### src/ura_pkg.sv
// Shared types, constants and helpers for the ultrasonic range alarm.
package ura_pkg;

  localparam int DIST_W     = 16;
  localparam int THR_W      = 16;
  localparam int CFG_DATA_W = 16;
  localparam int CFG_IDX_W  = 1;

  // Configuration register indexes
  localparam logic [CFG_IDX_W-1:0] CFG_SCALE     = 1'd0;
  localparam logic [CFG_IDX_W-1:0] CFG_THRESHOLD = 1'd1;

  localparam logic [15:0]       SCALE_RESET     = 16'd1835;  // about 0.028 in Q0.16
  localparam logic [THR_W-1:0]  THRESHOLD_RESET = 16'd100;

  // Input word kinds
  localparam logic CMD_TICK = 1'b0;
  localparam logic CMD_BYTE = 1'b1;

  localparam logic [7:0]        ASCII_COLON  = 8'h3A;
  localparam logic [7:0]        ASCII_ZERO   = 8'd48;
  localparam logic [THR_W-1:0]  DIGIT_OFFSET = 16'(ASCII_ZERO * 111);

  localparam logic [DIST_W-1:0] DIST_MAX    = 16'hFFFF;
  localparam logic [DIST_W-1:0] BELOW_LIMIT = 16'd100;

  // Reciprocal constants: n/100 for 16-bit n, r/10 for r below 1024
  localparam logic [16:0] DIV100_MUL   = 17'd83887;
  localparam int          DIV100_SHIFT = 23;
  localparam logic [7:0]  DIV10_MUL    = 8'd205;
  localparam int          DIV10_SHIFT  = 11;

  typedef struct packed {
    logic [DIST_W-1:0] distance;
    logic              near_alarm;
    logic              blink;
    logic              below_hundred;
    logic [7:0]        display_byte;
  } res_t;

  // Three ASCII digits to a threshold, modulo 2^16
  function automatic logic [THR_W-1:0] frame_threshold(input logic [7:0] d1,
                                                       input logic [7:0] d2,
                                                       input logic [7:0] d3);
    logic [THR_W-1:0] a;
    logic [THR_W-1:0] b;
    logic [THR_W-1:0] c;
    a = {8'd0, d1};
    b = {8'd0, d2};
    c = {8'd0, d3};
    return (a << 6) + (a << 5) + (a << 2) + (b << 3) + (b << 1) + c - DIGIT_OFFSET;
  endfunction

endpackage

### src/ura_if.sv
// Valid/ready channel interfaces for the input and result words.
interface ura_in_if;
  logic       valid;
  logic       ready;
  logic       cmd;
  logic       echo_level;
  logic [7:0] rx_byte;

  modport source(output valid, output cmd, output echo_level, output rx_byte, input ready);
  modport sink(input valid, input cmd, input echo_level, input rx_byte, output ready);
endinterface

interface ura_out_if;
  logic        valid;
  logic        ready;
  logic [15:0] distance;
  logic        near_alarm;
  logic        blink;
  logic        below_hundred;
  logic [7:0]  display_byte;

  modport source(output valid, output distance, output near_alarm, output blink,
                 output below_hundred, output display_byte, input ready);
  modport sink(input valid, input distance, input near_alarm, input blink,
               input below_hundred, input display_byte, output ready);
endinterface

### src/ura_dist.sv
// Measurement pipeline: scale, saturate, compare, blink and BCD display.
module ura_dist
  import ura_pkg::*;
#(
  parameter int COUNT_BITS = 16
) (
  input  logic                  clk,
  input  logic                  rst,
  input  logic                  load,
  output logic                  free,
  input  logic [COUNT_BITS-1:0] count,
  input  logic [15:0]           scale,
  input  logic [THR_W-1:0]      thr,
  output logic                  res_valid,
  input  logic                  res_ready,
  output res_t                  res
);

  localparam int PROD_W = COUNT_BITS + 16;
  localparam int PW     = (COUNT_BITS > 16) ? COUNT_BITS : 16;
  localparam int QPW    = 33;

  // stage 1: scaled count
  logic                  s1_valid;
  logic [COUNT_BITS-1:0] s1_prod;
  logic [THR_W-1:0]      s1_thr;
  // stage 2: distance and hundreds
  logic                  s2_valid;
  logic [DIST_W-1:0]     s2_dist;
  logic                  s2_near;
  logic                  s2_blink;
  logic                  s2_below;
  logic [9:0]            s2_q;
  // blink state
  logic                  blink_state;

  logic                  out_free;
  logic                  s2_free;
  logic                  s2_go;
  logic                  s1_go;

  logic [PROD_W-1:0]     prod;
  logic [PW-1:0]         p_ext;
  logic [DIST_W-1:0]     dist_sat;
  logic                  near;
  logic                  blink_next;
  logic [QPW-1:0]        q_prod;

  logic [15:0]           r_full;
  logic [6:0]            r;
  logic [14:0]           t_prod;
  logic [3:0]            tens;
  logic [6:0]            units_full;
  logic [3:0]            units;
  logic [13:0]           hi_sum;
  logic [7:0]            display;

  assign out_free = !res_valid || res_ready;
  assign s2_go    = s2_valid && out_free;
  assign s2_free  = !s2_valid || out_free;
  assign s1_go    = s1_valid && s2_free;
  assign free     = !s1_valid || s2_free;

  assign prod = PROD_W'(count) * PROD_W'(scale);

  always_comb begin
    p_ext      = PW'(s1_prod);
    dist_sat   = (p_ext > PW'(DIST_MAX)) ? DIST_MAX : p_ext[15:0];
    near       = dist_sat < s1_thr;
    blink_next = near ? 1'b0 : !blink_state;
    q_prod     = QPW'(dist_sat) * QPW'(DIV100_MUL);
  end

  always_comb begin
    r_full     = s2_dist - 16'({6'd0, s2_q} * 16'd100);
    r          = r_full[6:0];
    t_prod     = 15'(r) * 15'(DIV10_MUL);
    tens       = t_prod[DIV10_SHIFT +: 4];
    units_full = r - 7'({3'd0, tens} * 7'd10);
    units      = units_full[3:0];
    hi_sum     = {s2_q, 4'd0} + 14'(tens);
    display    = s2_below ? {tens, units} : hi_sum[7:0];
  end

  always_ff @(posedge clk) begin
    if (rst) begin
      s1_valid    <= 1'b0;
      s2_valid    <= 1'b0;
      res_valid   <= 1'b0;
      blink_state <= 1'b0;
    end else begin
      if (free) begin
        s1_valid <= load;
      end
      if (s2_free) begin
        s2_valid <= s1_go;
      end
      if (out_free) begin
        res_valid <= s2_go;
      end
      if (s1_go) begin
        blink_state <= blink_next;
      end
    end
  end

  always_ff @(posedge clk) begin
    if (free && load) begin
      s1_prod <= prod[16 +: COUNT_BITS];
      s1_thr  <= thr;
    end
    if (s1_go) begin
      s2_dist  <= dist_sat;
      s2_near  <= near;
      s2_blink <= blink_next;
      s2_below <= dist_sat < BELOW_LIMIT;
      s2_q     <= q_prod[DIV100_SHIFT +: 10];
    end
    if (s2_go) begin
      res.distance      <= s2_dist;
      res.near_alarm    <= s2_near;
      res.blink         <= s2_blink;
      res.below_hundred <= s2_below;
      res.display_byte  <= display;
    end
  end

endmodule

### src/ultrasonic_range_alarm_core.sv
// Ultrasonic range alarm: echo pulse timing, serial threshold frames and result pipeline.
//
// item channel: one word per timer tick (cmd low, echo_level sampled) or per
// received serial byte (cmd high, rx_byte). result channel: one word for each
// falling edge of the echo, carrying distance, near alarm, blink, range flag
// and the BCD display byte.
// A word is taken every cycle while item.ready is high. A falling-edge word
// passes through the three result registers in order: product (loaded on
// the edge that takes it), distance/hundreds, display; a stall can hold it in
// any of them. Ticks and serial bytes that give no result update the counters
// and frame state in the cycle they are taken.
// A stalled result holds in the output register; the pipeline behind it keeps
// filling, and item.ready drops only once all three stages hold a word.
// Write port: wr_index 0 sets the scale (Q0.16), 1 sets the threshold and
// loads it as active at once; write only while idle.
// Reset clears the count, blink, frame state and pending flag, loads scale
// 1835 and threshold 100, and empties the pipeline.
module ultrasonic_range_alarm_core
  import ura_pkg::*;
#(
  parameter int COUNT_BITS = 16
) (
  input  logic                  clk,
  input  logic                  rst,
  ura_in_if.sink                item,
  ura_out_if.source             result,
  input  logic                  wr_en,
  input  logic [CFG_IDX_W-1:0]  wr_index,
  input  logic [CFG_DATA_W-1:0] wr_data
);

  typedef enum logic [1:0] {
    FRAME_WAIT,
    FRAME_D1,
    FRAME_D2,
    FRAME_D3
  } frame_pos_t;

  frame_pos_t            frame_position;
  logic                  echo_was_high;
  logic [COUNT_BITS-1:0] pulse_ticks;
  logic [THR_W-1:0]      active_threshold;
  logic                  threshold_pending;
  logic [THR_W-1:0]      pending_threshold;
  logic [7:0]            digit_hi;
  logic [7:0]            digit_mid;
  logic [15:0]           scale_q16;

  logic                  accept;
  logic                  tick;
  logic                  fall;
  logic                  take_byte;
  logic                  pipe_free;
  res_t                  res;

  assign accept    = item.valid && item.ready;
  assign tick      = (item.cmd == CMD_TICK);
  assign fall      = accept && tick && !item.echo_level && echo_was_high;
  assign take_byte = accept && (item.cmd == CMD_BYTE) && !threshold_pending;
  assign item.ready = pipe_free;

  ura_dist #(
    .COUNT_BITS(COUNT_BITS)
  ) u_dist (
    .clk      (clk),
    .rst      (rst),
    .load     (fall),
    .free     (pipe_free),
    .count    (pulse_ticks),
    .scale    (scale_q16),
    .thr      (active_threshold),
    .res_valid(result.valid),
    .res_ready(result.ready),
    .res      (res)
  );

  assign result.distance      = res.distance;
  assign result.near_alarm    = res.near_alarm;
  assign result.blink         = res.blink;
  assign result.below_hundred = res.below_hundred;
  assign result.display_byte  = res.display_byte;

  always_ff @(posedge clk) begin
    if (rst) begin
      frame_position    <= FRAME_WAIT;
      echo_was_high     <= 1'b0;
      pulse_ticks       <= '0;
      active_threshold  <= THRESHOLD_RESET;
      threshold_pending <= 1'b0;
      scale_q16         <= SCALE_RESET;
    end else begin
      if (accept && tick) begin
        if (item.echo_level) begin
          // first high tick restarts the count at one
          pulse_ticks   <= echo_was_high ? pulse_ticks + 1'b1 : COUNT_BITS'(1);
          echo_was_high <= 1'b1;
        end else begin
          echo_was_high <= 1'b0;
        end
      end
      // pending threshold applies once this measurement has taken the old one
      if (fall && threshold_pending) begin
        active_threshold  <= pending_threshold;
        threshold_pending <= 1'b0;
      end
      if (take_byte) begin
        case (frame_position)
          FRAME_WAIT: begin
            if (item.rx_byte == ASCII_COLON) begin
              frame_position <= FRAME_D1;
            end
          end
          FRAME_D1: frame_position <= FRAME_D2;
          FRAME_D2: frame_position <= FRAME_D3;
          FRAME_D3: begin
            frame_position    <= FRAME_WAIT;
            threshold_pending <= 1'b1;
          end
          default: frame_position <= FRAME_WAIT;
        endcase
      end
      if (wr_en) begin
        case (wr_index)
          CFG_SCALE:     scale_q16 <= wr_data[15:0];
          CFG_THRESHOLD: active_threshold <= {6'd0, wr_data[9:0]};
          default: ;
        endcase
      end
    end
  end

  // frame digits and the threshold they spell
  always_ff @(posedge clk) begin
    if (take_byte) begin
      case (frame_position)
        FRAME_D1: digit_hi  <= item.rx_byte;
        FRAME_D2: digit_mid <= item.rx_byte;
        FRAME_D3: pending_threshold <= frame_threshold(digit_hi, digit_mid, item.rx_byte);
        default: ;
      endcase
    end
  end

endmodule
### src/flat_wrapper.sv
// flat-port wrapper written by rule: the top's interface ports become plain ports
module ultrasonic_range_alarm_core_flat import ura_pkg::*;
#(
  parameter int COUNT_BITS = 16
)
  (clk, rst, wr_en, wr_index, wr_data, item_valid, item_cmd, item_echo_level, item_rx_byte, item_ready, result_valid, result_distance, result_near_alarm, result_blink, result_below_hundred, result_display_byte, result_ready);
  ura_in_if item_i ();
  ura_out_if result_i ();
  input  logic clk;
  input  logic rst;
  input  logic wr_en;
  input  logic [CFG_IDX_W-1:0] wr_index;
  input  logic [CFG_DATA_W-1:0] wr_data;
  input wire logic [$bits(item_i.valid)-1:0] item_valid;
  input wire logic [$bits(item_i.cmd)-1:0] item_cmd;
  input wire logic [$bits(item_i.echo_level)-1:0] item_echo_level;
  input wire logic [$bits(item_i.rx_byte)-1:0] item_rx_byte;
  output wire logic [$bits(item_i.ready)-1:0] item_ready;
  output wire logic [$bits(result_i.valid)-1:0] result_valid;
  output wire logic [$bits(result_i.distance)-1:0] result_distance;
  output wire logic [$bits(result_i.near_alarm)-1:0] result_near_alarm;
  output wire logic [$bits(result_i.blink)-1:0] result_blink;
  output wire logic [$bits(result_i.below_hundred)-1:0] result_below_hundred;
  output wire logic [$bits(result_i.display_byte)-1:0] result_display_byte;
  input wire logic [$bits(result_i.ready)-1:0] result_ready;
  assign item_i.valid = item_valid;
  assign item_i.cmd = item_cmd;
  assign item_i.echo_level = item_echo_level;
  assign item_i.rx_byte = item_rx_byte;
  assign item_ready = item_i.ready;
  assign result_valid = result_i.valid;
  assign result_distance = result_i.distance;
  assign result_near_alarm = result_i.near_alarm;
  assign result_blink = result_i.blink;
  assign result_below_hundred = result_i.below_hundred;
  assign result_display_byte = result_i.display_byte;
  assign result_i.ready = result_ready;
  ultrasonic_range_alarm_core #(.COUNT_BITS(COUNT_BITS)) u_core (.clk(clk), .rst(rst), .item(item_i), .result(result_i), .wr_en(wr_en), .wr_index(wr_index), .wr_data(wr_data));
endmodule
### config.mk
export PLATFORM = sky130hd
export DESIGN_NAME = ultrasonic_range_alarm_core_flat
export DESIGN_NICKNAME = d
export VERILOG_FILES = /design/src/ura_pkg.sv /design/src/ura_if.sv /design/src/ura_dist.sv /design/src/ultrasonic_range_alarm_core.sv /design/src/flat_wrapper.sv
export SDC_FILE = /design/constraint.sdc
export NUM_CORES = 1
export LEC_CHECK = 0
export BUFFER_PORTS_ARGS = -buffer_cell sky130_fd_sc_hd__buf_2
export CAP_MARGIN = 20
export CORE_ASPECT_RATIO = 1.4
export CORE_MARGIN = 4
export CORE_UTILIZATION = 30
export CTS_CLUSTER_SIZE = 8
export DETAILED_ROUTE_END_ITERATION = 10
export PLACE_DENSITY = 0.44
export SLEW_MARGIN = 20
export SYNTH_ARGS = -nofsm -noshare
export SYNTH_HDL_FRONTEND = slang
export SYNTH_SLANG_ARGS = --single-unit
export TNS_END_PERCENT = 20
### constraint.sdc
create_clock -name clk -period 7.45 [get_ports clk]
set_input_delay 1.8625 -clock clk [delete_from_list [all_inputs] [get_ports clk]]
set_output_delay 1.8625 -clock clk [all_outputs]
set_load 0.02 [all_outputs]
# Word level (Yosys, flattened, before mapping)
# Cells that the tools add are included.
[word_totals] regBits=176 in_bits=32 output_inout_bits=29 wordCells=89
[op_classes] addsub=10 mul=5 magnitude_cmp=3 n_eq_ne=5 mux=13 bitwise=2 reduce_logical=26
[op_table] operator="$mux W16" n=5
[op_table] operator="$mul A16 B17 Y33 const B" n=1
[op_table] operator="$mul A16 B16 Y32" n=1
[op_table] operator="$add A16 B1 Y16 const B" n=1
[op_table] operator="$add A16 B10 Y16" n=1
[op_table] operator="$add A16 B11 Y16" n=1
[op_table] operator="$add A16 B8 Y16" n=1
[op_table] operator="$add A16 B9 Y16" n=1
[op_table] operator="$gt A16 B16 Y1 const B" n=1
[op_table] operator="$lt A16 B16 Y1" n=1
[op_table] operator="$lt A16 B7 Y1 const B" n=1
[op_table] operator="$sub A16 B13 Y16 const B" n=1
[op_table] operator="$add A14 B13 Y15" n=1
[op_table] operator="$mul A7 B8 Y15 const B" n=1
[op_table] operator="$reduce_and A2 Y1" n=6
[op_table] operator="$logic_and A1 B1 Y1" n=10
[op_table] operator="$mul A10 B5 Y5 const B" n=1
[op_table] operator="$add A8 B4 Y8" n=1
[op_table] operator="$eq A8 B6 Y1 const B" n=1
[op_table] operator="$mux W8" n=1
[op_table] operator="$pmux W2 S4" n=1
[op_table] operator="$sub A7 B7 Y7" n=1
[op_table] operator="$logic_not A1 Y1" n=6
[op_table] operator="$mux W1" n=5
[op_table] operator="other kinds (9)" n=13

# Depth between registers and ports, before layout
# Gate-level depths: netlist (run 1).
[logic_depth] word_depth=12 depth_mapped=29 depth_no_buf=29

# Cells and area by module
# Synthesis (run 1) repeated with hierarchy kept, for this count alone.
[unflattened] hier_cells=2104 area_unflattened_um2=21325.5
[by_module_without_submodules] mod="ura_dist" instances=1 cells_per_inst=1662 area_per_inst_um2=16793.6 seq_area_each_um2=2572.5
[by_module_without_submodules] mod="ultrasonic_range_alarm_core" instances=1 cells_per_inst=442 area_per_inst_um2=4531.8 seq_area_each_um2=2001.9

# Least setup slack after synthesis (run 1)
# No wires, ideal clock.
[synth_path] kind="reg2reg" start="register u_core.pulse_ticks[7]" end="register u_core.u_dist.s1_prod[15], in the netlist u_core.u_dist.p_ext[15], data pin" setup_time_ps=258 arrival_time_ps=5763 required_time_ps=7192 setup_slack_ps=1430 path_stages_with_launch=24 path_buffers=2 period_less_slack_ps=6020 cell_sequence="dfxtp_1 clkbuf_1 clkbuf_1 nand2_1 fa_1 inv_1 fa_1 inv_1 fa_1 inv_1 fa_1 fa_1 inv_1 fa_1 inv_1 ha_1 a21o_1 a21o_1 a21oi_1 o31ai_2 a311o_1 a21o_1 a21oi_2 xnor2_1"
[synth_between] elab_chain_cells=1
[synth_lines] element="start, declared" line_no="ultrasonic_range_alarm_core.sv:41" source="logic [COUNT_BITS-1:0] pulse_ticks;"
[synth_lines] element="start signal, assigned" line_no="ultrasonic_range_alarm_core.sv:95" source="pulse_ticks <= echo_was_high ? pulse_ticks + 1'b1 : COUNT_BITS'(1);"
[synth_lines] element="$mul A16 B16 Y32" line_no="ura_dist.sv:64" source="assign prod = PROD_W'(count) * PROD_W'(scale);"
[synth_lines] element="net u_core.u_dist.prod[31]" line_no="ura_dist.sv:42" source="logic [PROD_W-1:0] prod;"
[synth_lines] element="end signal, assigned" line_no="ura_dist.sv:109" source="s1_prod <= prod[16 +: COUNT_BITS];"
[synth_lines] element="end, declared" line_no="ura_dist.sv:25" source="logic [COUNT_BITS-1:0] s1_prod;"
# The timed path passes the listed nets, and every way through them passes these cells.
# A chain may end at the register's enable or synchronous reset.

# Worst setup path after layout (run 1)
[layout_path] start="register u_core.scale_q16[3]" end="register u_core.u_dist.s1_prod[8], in the netlist u_core.u_dist.p_ext[8], data pin"
[layout_between] elab_chain_cells=1
[layout_lines] element="start, declared" line_no="ultrasonic_range_alarm_core.sv:47" source="logic [15:0] scale_q16;"
[layout_lines] element="start signal, assigned" line_no="ultrasonic_range_alarm_core.sv:124" source="CFG_SCALE: scale_q16 <= wr_data[15:0];"
[layout_lines] element="$mul A16 B16 Y32" line_no="ura_dist.sv:64"
[layout_lines] element="net u_core.u_dist.prod[24]" line_no="ura_dist.sv:42"
# The timed path passes the listed nets, and every way through them passes these cells.

==> metrics.txt, run 1 <==
outcome completed; post-DP HPWL 46.45 mm; ANT nets after route 0; IO Count 61; FP Rows 115; r2r endpoint u_core.u_dist.p_ext[8]; Syn Std Cell Area 21270 um^2; r2r setup slk 930 ps; Syn Inst Count 2119; crit path max fanout 17; area grow syn2layout 9.130%; Placed Cells 3070; via count 13.93k; sequential cell area fraction in the yosys report between 20% and 30%; Worst Hold End u_core.u_dist.res[21]; PortBufs 60; final wirelength 55.59 mm; post-CTS sizing 0; CTS tree done; vias in the first global route 15.90k; Req. time, crit path 7650 ps; core box area around 70000 um^2; RePlAce Congestion just under 0.9; VDD IR max 0.0001191 V; Tmin final 6516 ps; Die Area about 75000 um^2; max_cap viols 0; Detailed Routing Iterations Pass 1 5; Worst-path clk slew 70 ps; CTS Buffer Depth 2; fraction of registers with async set/reset 0%; Sink Count about 170; EDFF count, synth around 120; drt drc 0; Num CTS Buffers 17; pin count of the biggest net entering global routing 39; f_max roughly 150 MHz; Root Buffer clkbuf_16; Netlist cell types 62; Finished Layout Cells 3102; total track usage 15.46%; CP Class flip-flop to flip-flop; Initial Util between 30% and 40%; count leader, synth inv_1; antenna cells 0; list of most frequent post-synthesis cells inv_1, fa_1, ha_1; unrepaired setup endpoints after global routing false; P_leak roughly 0.012 uW; H-tree depth 4; Overflow after GRT 0; Syn Nets 2784; initial drt markers 530; flip-flop and latch count after synthesis around 170; share of layout cells above drive strength 1 about 6.1%; top-area cell type share of the netlist area between 20% and 30%; Vias/cell 4.491; CP Launch Type flip-flop; setup TNS 0 ps; height of the chip 323.1 um; ys flop type edfxtp_1; Worst setup EP type flip-flop; Clk Latency, worst-skew pair 470 ps; Final setup viols 0; Mapped Avg Cell Area 10.04 um^2; WL/cell 17.92 um; hold path cells 0; hold buffer count at CTS 0; Worst-Margin Slew ~990 ps; initial antenna violation count 0; Yosys Warn Count 0; setup bufs post-CTS 0; final hold viol count 0; Nets 2818; arrival time worst endpoint 6720 ps; Layout Skew 13.23 ps; synth top area cells fa_1, ha_1, edfxtp_1, inv_1, dfxtp_1; hold path startpoint u_core.u_dist.s2_dist[10]; cell area power density 89.01 nW/um^2; Die X-Extent 233.0 um; area leader, netlist fa_1; R2R depth 19; r2r startpoint u_core.scale_q16[3]; global-route wire length before repair 88.71 mm; worst min-delay path class flip-flop to flip-flop; Final Max Slew Viols 0; Slew headroom 34.06%; final period utilization 87.46%
## how the worst max path moves through the flow
stage,start,end
2_1_floorplan,u_core.pulse_ticks[7],u_core.u_dist.p_ext[15]
3_3_place_gp,u_core.scale_q16[4],u_core.u_dist.p_ext[8]
3_5_place_dp,u_core.scale_q16[3],u_core.u_dist.p_ext[8]
4_1_cts,u_core.scale_q16[3],u_core.u_dist.p_ext[8]
5_1_grt,u_core.scale_q16[3],u_core.u_dist.p_ext[8]
6_report,u_core.scale_q16[3],u_core.u_dist.p_ext[8]
## routing by layer
layer / track usage [%] / vias to the layer above / routed length (um)
met2: 29.52 / 202 / 30030
met3: 2.070 / 98 / 1486
li1: - / 6666 / -
met1: 16.80 / 6966 / 21380
met4: 7.030 / 0 / 2690
met5: 0 / - / 0
## worst max-delay path: stages, from the launching register on
cell and delay, ps:
dfxtp_1 940, nand2_1 200, fa_1 600, fa_1 440
fa_1 520, inv_1 50, fa_1 460, fa_1 550
inv_1 60, fa_1 540, inv_1 50, ha_1 350
nand4_1 130, o21ai_0 160, o21bai_1 140, o21ai_0 330
nand2_1 150, o21ai_0 290, a21oi_1 130, xnor2_1 170
## kinds of logic after synthesis
family                   Yosys count  share of synthesized area (%)
flip-flops                       171                          21.51
buffers and inverters            552                          9.835
AND/OR/NAND/NOR                  508                          11.56
adder cells (fa/ha/maj)          633                          48.46
XOR/XNOR                          72                          2.965
multiplexers                       5                         0.2471
AO/OA/AOI/OAI                    178                          5.424
## metrics by stage
| stage | utilization, % | hold slack (ps) | total power (uW) | instance area (um^2) | setup slack (ps) |
|---|---|---|---|---|---|
| 2_1_floorplan | - | 400.3 | 1136 | 21270 | 1430 |
| 3_3_place_gp | 32.25 | 404.0 | 1197 | 22650 | 928.5 |
| 3_5_place_dp | 32.25 | 408.1 | 1199 | 22650 | 861.8 |
| 4_1_cts | 33.06 | 417.0 | 2109 | 23210 | 871.3 |
| 5_1_grt | 33.06 | 434.1 | 2150 | 23210 | 554.8 |
| 6_report | 33.06 | 414.2 | 2066 | 23210 | 934.2 |
## cells in the final DEF, fill, tap and decap left out, types with 3 or more instances in the layout
cell type	count
and3_1	5
nand3_1	17
ha_1	315
nand2b_1	13
a311oi_1	7
o21ai_0	25
fa_1	318
o211ai_1	3
nor2b_1	7
and2_1	121
xor2_1	26
nand4_1	16
or3_1	4
nor3_1	5
a21o_1	23
mux2i_1	3
a221oi_1	3
o21a_1	6
nor2_1	52
o21ai_1	4
and4_1	4
buf_4	24
inv_8	3
inv_1	483
o21bai_1	7
buf_2	60
clkbuf_16	17
dfxtp_1	56
nand3b_1	8
a21oi_1	75
nand2_1	242
a211oi_1	4
clkinv_4	4
xnor2_1	46
edfxtp_1	115
## report_power, final
group / internal, uW / leakage (uW) / total, uW / switching [uW]
Clock: 466 / 0.000278 / 891 / 425
Sequential: 1020 / 0.00160 / 1050 / 34.5
Combinational: 50.6 / 0.00984 / 124 / 73.8
Total: 1530 / 0.0117 / 2070 / 533
## registers in the layout, indices dropped and copies added, names as in the netlist, 5 cells and up
| name | count |
|---|---|
| u_core.pulse_ticks | 16 |
| u_core.active_threshold | 16 |
| u_core.u_dist.s2_q | 5 |
| u_core.digit_hi | 8 |
| u_core.u_dist.s2_dist | 16 |
| u_core.digit_mid | 8 |
| u_core.u_dist.p_ext | 16 |
| u_core.u_dist.s1_thr | 16 |
| u_core.scale_q16 | 16 |
| u_core.u_dist.res | 27 |
| u_core.pending_threshold | 16 |
## layout make-up
type	instances	area (um^2)
clock buffers	17	425.4
clock inverters	15	141.4
fillers	7351	47010
inverters	483	1813
multi-input cells	1396	14610
flip-flops and latches	171	4574
well taps	936	1171
repair buffers	84	480.5
Power figures use the tool's default switching activity.
==> run 2, diff against run 1 <==
--- a/config.mk
+++ b/config.mk
@@ -9,10 +9,10 @@
 export CAP_MARGIN = 20
 export CORE_ASPECT_RATIO = 1.4
 export CORE_MARGIN = 4
-export CORE_UTILIZATION = 30
+export CORE_UTILIZATION = 35
 export CTS_CLUSTER_SIZE = 8
 export DETAILED_ROUTE_END_ITERATION = 10
-export PLACE_DENSITY = 0.44
+export PLACE_DENSITY = 0.5
 export SLEW_MARGIN = 20
 export SYNTH_ARGS = -nofsm -noshare
 export SYNTH_HDL_FRONTEND = slang
==> metrics.txt, run 2 (synthesis gave the netlist of run 1 again) <==
final period utilization 91.63% (was 87.46%); Root Buffer clkbuf_16 (unchanged); final worst slack 623.9 ps (was 934.2 ps); most common cell after layout, fill and taps aside inv_1 (unchanged); Req. time, crit path 7650 ps (about the same); r2r setup slk 620 ps (was 930 ps); Slew headroom 32.62% (was 34.06%); CTS tree done (unchanged); cell area power density 90.17 nW/um^2 (was 89.01 nW/um^2); Worst-Margin Slew 1010 ps (was 987.7 ps); Num CTS Buffers 17 (unchanged); Layout Skew 13.69 ps (was 13.23 ps); Tmin final 6826 ps (was 6516 ps); core box area 59950 um^2 (was 70220 um^2); ANT nets after route 0 (unchanged); height of the chip 299.7 um (was 323.1 um); pre-CTS WS 587.9 ps (was 861.8 ps); hold path cells 0 (unchanged); Worst-path clk slew 70 ps (about the same); IO Count 61 (unchanged); Initial Util 35.48% (was 30.29%); RePlAce Congestion 0.8731 (was 0.8793); PortBufs 60 (unchanged); Vias/cell 4.685 (was 4.491); critical-path cell list nand2_1 -> fa_1 -> fa_1 -> fa_1 -> inv_1 -> fa_1 -> fa_1 -> inv_1 -> fa_1 -> inv_1 -> ha_1 -> a21oi_2 -> o211ai_1 -> a211oi_2 -> o21bai_1 -> a21o_1 -> a31o_1 -> a31o_1 -> a21oi_1 (was nand2_1 -> fa_1 -> fa_1 -> fa_1 -> inv_1 -> fa_1 -> fa_1 -> inv_1 -> fa_1 -> inv_1 -> ha_1 -> nand4_1 -> o21ai_0 -> o21bai_1 -> o21ai_0 -> nand2_1 -> o21ai_0 -> a21oi_1 -> xnor2_1); P_leak 0.01174 uW (was 0.01172 uW); most frequent cells in the layout inv_1, fa_1, ha_1 (unchanged); max reg flops 27 (unchanged); Fill cells 6020 (was 7351); Worst path max stage delay 940 ps (about the same); setup bufs post-CTS 0 (unchanged); Most common cell on crit path fa_1 (unchanged); R2R depth 19 (unchanged); r2r startpoint u_core.scale_q16[3] (unchanged); Max stage delay cell, worst path dfxtp_1 (unchanged); post-CTS sizing 0 (unchanged); initial antenna violation count 0 (unchanged); Sink Count 171 (unchanged); worst min-delay path class flip-flop to flip-flop (unchanged); antenna cells 0 (unchanged); Detailed Routing Iterations Pass 1 5 (unchanged); outcome completed (unchanged); unrepaired setup endpoints after global routing false (unchanged); area grow syn2layout 8.547% (was 9.130%); global-route wire length before repair 84.63 mm (was 88.71 mm); Final Max Slew Viols 0 (unchanged); max_cap viols 0 (unchanged); hold buffer count at CTS 0 (unchanged); Die Area 64840 um^2 (was 75280 um^2); WL/cell 17.38 um (was 17.92 um); Most flops, register u_core.u_dist.res (unchanged); initial drt markers 461 (was 530); Die X-Extent 216.4 um (was 233.0 um); f_max 146.5 MHz (was 153.5 MHz); Nets 2820 (was 2818); Worst Hold End u_core.u_dist.res[21] (unchanged); FP Rows 106 (was 115); CP Class flip-flop to flip-flop (unchanged); total track usage 16.64% (was 15.46%); pin count of the biggest net entering global routing 39 (unchanged); VDD IR max 0.0001468 V (was 0.0001191 V); via count 13.95k (was 13.93k); final hold viol count 0 (unchanged); crit path max fanout 17 (unchanged); drt drc 0 (unchanged); vias in the first global route 15.47k (was 15.90k); share of layout cells above drive strength 1 6.184% (was 6.140%); hold path startpoint u_core.u_dist.s2_dist[10] (unchanged); r2r endpoint u_core.u_dist.p_ext[10] (was u_core.u_dist.p_ext[8]); arrival time worst endpoint 7030 ps (was 6720 ps); cell family with the largest share of critical-path delay adder cells (unchanged); Clk Latency, worst-skew pair 450 ps (was 470 ps); H-tree depth 4 (unchanged); setup TNS 0 ps (unchanged); CTS Buffer Depth 2 (unchanged); post-DP HPWL 43.75 mm (was 46.45 mm); Final setup viols 0 (unchanged); Overflow after GRT 0 (unchanged); final wirelength 51.75 mm (was 55.59 mm); Buf/Inv on CP 3 (unchanged); Worst setup EP type flip-flop (unchanged); CP Launch Type flip-flop (unchanged)
[run 2: cell types whose count changed in the layout (fill, tap and decap cells not counted)]
cell | previous run | this run
clkinvlp_4 | 1 | 2
bufinv_16 | 1 | 2
clkinv_4 | 4 | 2
buf_4 | 24 | 26
clkinv_2 | 2 | 0
inv_6 | 2 | 3
[run 2: per-layer routing]
metal | vias to the layer above | track usage [%] | part of all wire (%)
li1 | 6670 | - | -
met5 | - | 0 | 0
met4 | 0 | 4.193 | 2.0
met2 | 158 | 32.70 | 56
met1 | 7069 | 19.14 | 40
met3 | 51 | 1.653 | 1.9
[run 2: worst max-delay path by stage]
stage	startpoint	endpoint	depth (start not counted)
finish	u_core.scale_q16[3]	u_core.u_dist.p_ext[10]	19
global placement	u_core.scale_q16[3]	u_core.u_dist.p_ext[10]	19
detailed placement	u_core.scale_q16[3]	u_core.u_dist.p_ext[10]	19
floorplan	u_core.pulse_ticks[7]	u_core.u_dist.p_ext[15]	23
global route	u_core.scale_q16[3]	u_core.u_dist.p_ext[10]	19
CTS	u_core.scale_q16[3]	u_core.u_dist.p_ext[10]	19
[run 2: cell type report]
type                       count  area, um^2  area share [%]
clock buffer                  17       425.4           1.843
inverter                     483        1813           7.852
sequential                   171        4574           19.81
timing repair buffer          86       495.5           2.146
tap                          810        1013           4.390
clock inverter                14       160.2          0.6937
multi-input combinational   1396       14610           63.26
[run 2: per-stage QoR]
stage,hold slack [ps],power (uW),area (um^2),utilization (%),cells
floorplan,400.3,1136,21270,-,2119
global placement,412.1,1192,22500,37.54,2946
detailed placement,412.5,1194,22500,37.54,2946
CTS,428.5,2116,23090,38.51,2977
global route,433.1,2173,23090,38.51,2977
finish,422.6,2082,23090,38.51,2977
[run 2: power by group]
part / internal, uW / switching (uW)
clock: 500 / 410
sequential: 1020 / 26.1
combinational: 51.2 / 77.9
total: 1570 / 514
